**config.mk**
```make
export PLATFORM = sky130hd
export DESIGN_NAME = lrmw_ctrl
export DESIGN_NICKNAME = d
export VERILOG_FILES = /design/src/rtl/core/lrmw_pkg.sv /design/src/rtl/core/lrmw_ctrl.sv
export SDC_FILE = /design/constraint.sdc
export NUM_CORES = 1
export LEC_CHECK = 0
export ABC_AREA = 1
export BUFFER_PORTS_ARGS = -buffer_cell sky130_fd_sc_hd__buf_4
export CELL_PAD_IN_SITES_DETAIL_PLACEMENT = 1
export CELL_PAD_IN_SITES_GLOBAL_PLACEMENT = 1
export CORE_AREA = 2 2 39 41
export DETAILED_ROUTE_END_ITERATION = 10
export DIE_AREA = 0 0 41 43
export GPL_TIMING_DRIVEN = 0
export PLACE_DENSITY_LB_ADDON = 0.1
export SLEW_MARGIN = 15
export SYNTH_ARGS = -nofsm -noshare
export SYNTH_HDL_FRONTEND = slang
export SYNTH_SLANG_ARGS = --single-unit
```
**constraint.sdc**
```tcl
create_clock -name clk_i -period 0.9 [get_ports clk_i]
set_input_delay 0.045 -clock clk_i [delete_from_list [all_inputs] [get_ports clk_i]]
set_output_delay 0.045 -clock clk_i [all_outputs]
set_load 0.05 [all_outputs]
```
**src/rtl/core/lrmw_pkg.sv**
```systemverilog
// Shared types, constants and helpers of the local atomic read-modify-write unit.
package lrmw_pkg;

  localparam int unsigned MemWords = 4096;
  localparam int unsigned WordIdxW = $clog2(MemWords);
  localparam int unsigned AddrW    = 32;
  localparam int unsigned WordNumW = AddrW - 3;

  typedef enum logic [3:0] {
    KIND_INC  = 4'd0,
    KIND_DEC  = 4'd1,
    KIND_LOAD = 4'd2,
    KIND_XCHG = 4'd3,
    KIND_ADD  = 4'd4,
    KIND_SUB  = 4'd5,
    KIND_SMIN = 4'd6,
    KIND_SMAX = 4'd7,
    KIND_UMIN = 4'd8,
    KIND_UMAX = 4'd9,
    KIND_AND  = 4'd10,
    KIND_OR   = 4'd11,
    KIND_XOR  = 4'd12
  } kind_e;

  typedef enum logic [2:0] {
    ST_IDLE,
    ST_MUL,
    ST_ADDR,
    ST_READ,
    ST_MODIFY
  } state_e;

  typedef struct packed {
    logic [3:0]         kind;
    logic               active;
    logic signed [31:0] base_address;
    logic signed [31:0] element_index;
    logic signed [15:0] index_scale;
    logic signed [31:0] byte_offset;
    logic [63:0]        operand;
    logic [63:0]        passthru_value;
  } in_t;

  typedef struct packed {
    logic [63:0] old_value;
    logic        range_error;
  } out_t;

  // Controller to datapath commands.
  typedef struct packed {
    logic capture;   // take the input beat
    logic mul;       // register index times scale
    logic addr;      // register word number and range flag
    logic rd;        // issue the memory read
    logic wr;        // write back the new word
    logic load_out;  // load the result register
  } cmd_t;

  // Datapath to controller status.
  typedef struct packed {
    logic active;
    logic range_err;
  } status_t;

  function automatic logic [63:0] apply_op(logic [3:0] kind, logic [63:0] old,
                                           logic [63:0] src);
    logic [63:0] res;
    res = old;
    unique case (kind)
      KIND_INC:  res = old + 64'd1;
      KIND_DEC:  res = old - 64'd1;
      KIND_XCHG: res = src;
      KIND_ADD:  res = old + src;
      KIND_SUB:  res = old - src;
      KIND_SMIN: res = ($signed(src) < $signed(old)) ? src : old;
      KIND_SMAX: res = ($signed(src) > $signed(old)) ? src : old;
      KIND_UMIN: res = (src < old) ? src : old;
      KIND_UMAX: res = (src > old) ? src : old;
      KIND_AND:  res = old & src;
      KIND_OR:   res = old | src;
      KIND_XOR:  res = old ^ src;
      default:   res = old;  // load and unused codes leave the word as is
    endcase
    return res;
  endfunction

endpackage

```
**src/rtl/core/lrmw_ctrl.sv**
```systemverilog
// Controller FSM: sequences one beat through multiply, address, read and write back.
module lrmw_ctrl (
  input  logic              clk_i,
  input  logic              rst_ni,
  input  logic              in_valid_i,
  output logic              in_stall_o,
  output logic              out_valid_o,
  input  logic              out_stall_i,
  input  lrmw_pkg::status_t status_i,
  output lrmw_pkg::cmd_t    cmd_o
);

  lrmw_pkg::state_e state_q, state_d;
  logic             out_valid_q, out_valid_d;
  logic             out_free;

  assign out_free = !out_valid_q || !out_stall_i;

  always_comb begin
    state_d = state_q;
    unique case (state_q)
      lrmw_pkg::ST_IDLE: begin
        if (in_valid_i) state_d = lrmw_pkg::ST_MUL;
      end
      lrmw_pkg::ST_MUL:  state_d = lrmw_pkg::ST_ADDR;
      lrmw_pkg::ST_ADDR: state_d = lrmw_pkg::ST_READ;
      lrmw_pkg::ST_READ: begin
        if (status_i.active && !status_i.range_err) begin
          state_d = lrmw_pkg::ST_MODIFY;
        end else if (out_free) begin
          state_d = lrmw_pkg::ST_IDLE;
        end
      end
      lrmw_pkg::ST_MODIFY: begin
        if (out_free) state_d = lrmw_pkg::ST_IDLE;
      end
      default: state_d = lrmw_pkg::ST_IDLE;
    endcase
  end

  always_comb begin
    cmd_o      = '0;
    in_stall_o = 1'b1;
    unique case (state_q)
      lrmw_pkg::ST_IDLE: begin
        in_stall_o    = 1'b0;
        cmd_o.capture = in_valid_i;
      end
      lrmw_pkg::ST_MUL:  cmd_o.mul  = 1'b1;
      lrmw_pkg::ST_ADDR: cmd_o.addr = 1'b1;
      lrmw_pkg::ST_READ: begin
        if (status_i.active && !status_i.range_err) begin
          cmd_o.rd = 1'b1;
        end else begin
          cmd_o.load_out = out_free;
        end
      end
      lrmw_pkg::ST_MODIFY: begin
        cmd_o.wr       = out_free;
        cmd_o.load_out = out_free;
      end
      default: ;
    endcase
  end

  always_comb begin
    out_valid_d = out_valid_q;
    if (cmd_o.load_out) begin
      out_valid_d = 1'b1;
    end else if (!out_stall_i) begin
      out_valid_d = 1'b0;
    end
  end

  always_ff @(posedge clk_i or negedge rst_ni) begin
    if (!rst_ni) begin
      state_q     <= lrmw_pkg::ST_IDLE;
      out_valid_q <= 1'b0;
    end else begin
      state_q     <= state_d;
      out_valid_q <= out_valid_d;
    end
  end

  assign out_valid_o = out_valid_q;

endmodule

```
==> reports/results.txt <==
Congestion Overflow GR: 0
row cnt: 14
filler cell count: 159
Longest Clk Path Bufs: 2
Synth Net Count: 47
syn avg cell area: 6.29 µm²
Die Wd: 41 µm
TritonCTS buffer count: 3
Worst Path Max Fanout: 4
Final WS setup: -0.410 ns
initial antenna violation count: 0
failing checks: setup timing
max_cap viols: 0
sw frac: 50.3%
DRC: 0
Cells after Synth: 41
Peak Freq: 763 MHz
nets: 76
routability cong.: 0.713
total power: 2.64 mW
share of the synthesized area in the top cell type: 38.8%
Worst-Margin Slew: 0.307 ns
slew margin rel.: 79.5%
clock latency on the worst-skew pair: 0.24 ns
final instance area: 697 µm²
Die ar.: 0.00176 mm²
CORE AREA: 0.00138 mm²
Setup Skew: 0.00560 ns
Pre-antenna DRT Iters: 3
Detail Placement HPWL: 640 µm
Wirelength per Cell: 12.4 µm
diode count: 0
combinational power share: 74.7%
synthesized area: 258 µm²
Pwr per Cell Area: 3790 mW/mm²
total global-route track usage: 14.9%
CTS root buffer: clkbuf_4
Final ANT Viol Nets: 0
post-synth top area cell: dfrtp_1
Distinct cells, synth: 10
Via Count: 352
min-delay worst type: in2reg
vias in the first global route: 395
crit start category: register
num ports: 14
IO Port Bufs: 13
Die Ht: 43 µm
RSZ-0062 raised after global routing: true
status: finished with violations
commonest non-fill, non-tap cell in the layout: buf_4
Setup violations, final: 11
top post-synthesis cells by area: dfrtp_1 39%, nor2_1 15%, inv_1 13%, nand3_1 12%, nand2_1 10%
clock-pin slew on the worst setup and hold paths: 0.04 ns
critical path class: reg2out
CTS tree: done
Tmin final: 1.31 ns
share of post-route cells with drive strength above 1: 79.7%
largest net degree at the start of global routing: 7
CP arrival: 1.27 ns
Placed Area: 432 µm²
Initial Util: 18.6%
Psw: 1.33 mW
Fin. Hold Viols: 0
fin crit share: 146%
sequential fraction of the synthesis area: 38.8%
first-pass GRT wire length: 1780 µm
maximum vdd drop: 1.56 mV
routed wire length: 1060 µm
Req. time, crit path: 0.85 ns
final-report max-slew violation count: 0
Flop pwr share: 15.9%
Syn-to-layout area delta: 170%
Vias per Instance: 4.14
Pleak: 0.335 nW
DRT iter0 DRCs: 1
Synth Warn #: 0
Clock Sinks: 4
Clk pwr share: 9.3%
Yosys reg bits: 4
P_int: 1.31 mW
H-tree depth: 1
Critical Path Sink Type: primary output
most frequent cells in the layout: 11 x buf_4, 8 x buf_6, 5 x nor2_4, 5 x buf_8
registers in the layout (all words and copies together) (netlist names):
signal and flops:
state_q 3, out_valid_o 1
worst max-delay path, stage by stage (launching register included):
cell,delay (ns)
dfrtp_2,0.45
nor2_4,0.17
nand2_4,0.09
o21ai_4,0.16
buf_8,0.16
cells by family (layout without fill, tap and decap cells):
| logic type | count (synthesis) | after routing | share of synthesized area, % |
|---|---|---|---|
| buffers and inverters | 10 | 38 | 16.0 |
| flip-flops | 4 | 4 | 38.8 |
| AND/OR/NAND/NOR | 24 | 24 | 38.8 |
| AO/OA/AOI/OAI | 3 | 3 | 6.31 |
final timing paths:
path                                   from          end  slack, ns  cells past startpoint
worst max-delay path             state_q[0]     cmd_o[0]      -0.41                      4
worst min-delay path            out_stall_i  out_valid_o       0.09                      3
worst max register to register   state_q[0]   state_q[2]      -0.25                      5
worst min register to register  out_valid_o  out_valid_o       0.60                      2
max in group asynchronous            rst_ni   state_q[1]       0.65                      2
min in group asynchronous            rst_ni   state_q[2]       0.14                      2
final cells by class:
type / instances / area, µm² / area share (%)
Timing Repair Buffer: 25 / 258 / 37.0
Multi-Input combinational cell: 27 / 244 / 35.0
Sequential cell: 4 / 105 / 15.1
Inverter: 9 / 43.8 / 6.28
Clock buffer: 4 / 26.3 / 3.77
Tap cell: 16 / 20.0 / 2.87
metal layers:
metal | share of wire [%] | track usage, %
met5 | 0 | 0
met4 | 0 | 6.00
met2 | 60 | 26.3
met1 | 38 | 18.0
met3 | 1.9 | 0
synth_stat cells (all sizes together):
| library cell | number |
|---|---|
| buf | 1 |
| nand3 | 6 |
| nand2 | 7 |
| inv | 9 |
| dfrtp | 4 |
| o22ai | 1 |
| o21ai | 2 |
| nor2 | 11 |
power groups by stage:
stage	logic [mW]	clock network (mW)	registers (mW)
finish	1.97	0.247	0.421
global route	2.11	0.271	0.441
CTS	1.92	0.255	0.386
detailed placement	1.23	0	0.386
global placement	1.21	0	0.376
floorplan	0.876	0	0.422
repair_timing:
item                                    in CTS  in global routing
hold buffers                                 1                  0
pin swaps                                    6                 10
setup buffers                               17                  1
endpoints found under the hold margin        4                  0
endpoints found under the setup margin      11                 12
gates cloned                                 0                  0
gates resized for setup                     25                 18
stage by stage:
step                setup slack, ns  setup TNS (ns)  hold slack [ns]  cells  utilization (%)
finish                       -0.410           -3.28           0.0948     85             50.4
global route                 -0.467           -3.91           0.0948     85             50.4
CTS                          -0.419           -3.43           0.0742     89             47.3
detailed placement           -0.316           -1.25           -0.159     70             31.2
global placement             -0.296          -0.984           -0.158     70             31.2
floorplan                    -0.169          -0.599           -0.251     41                -
Note: power is estimated with default switching activity, not from simulation.
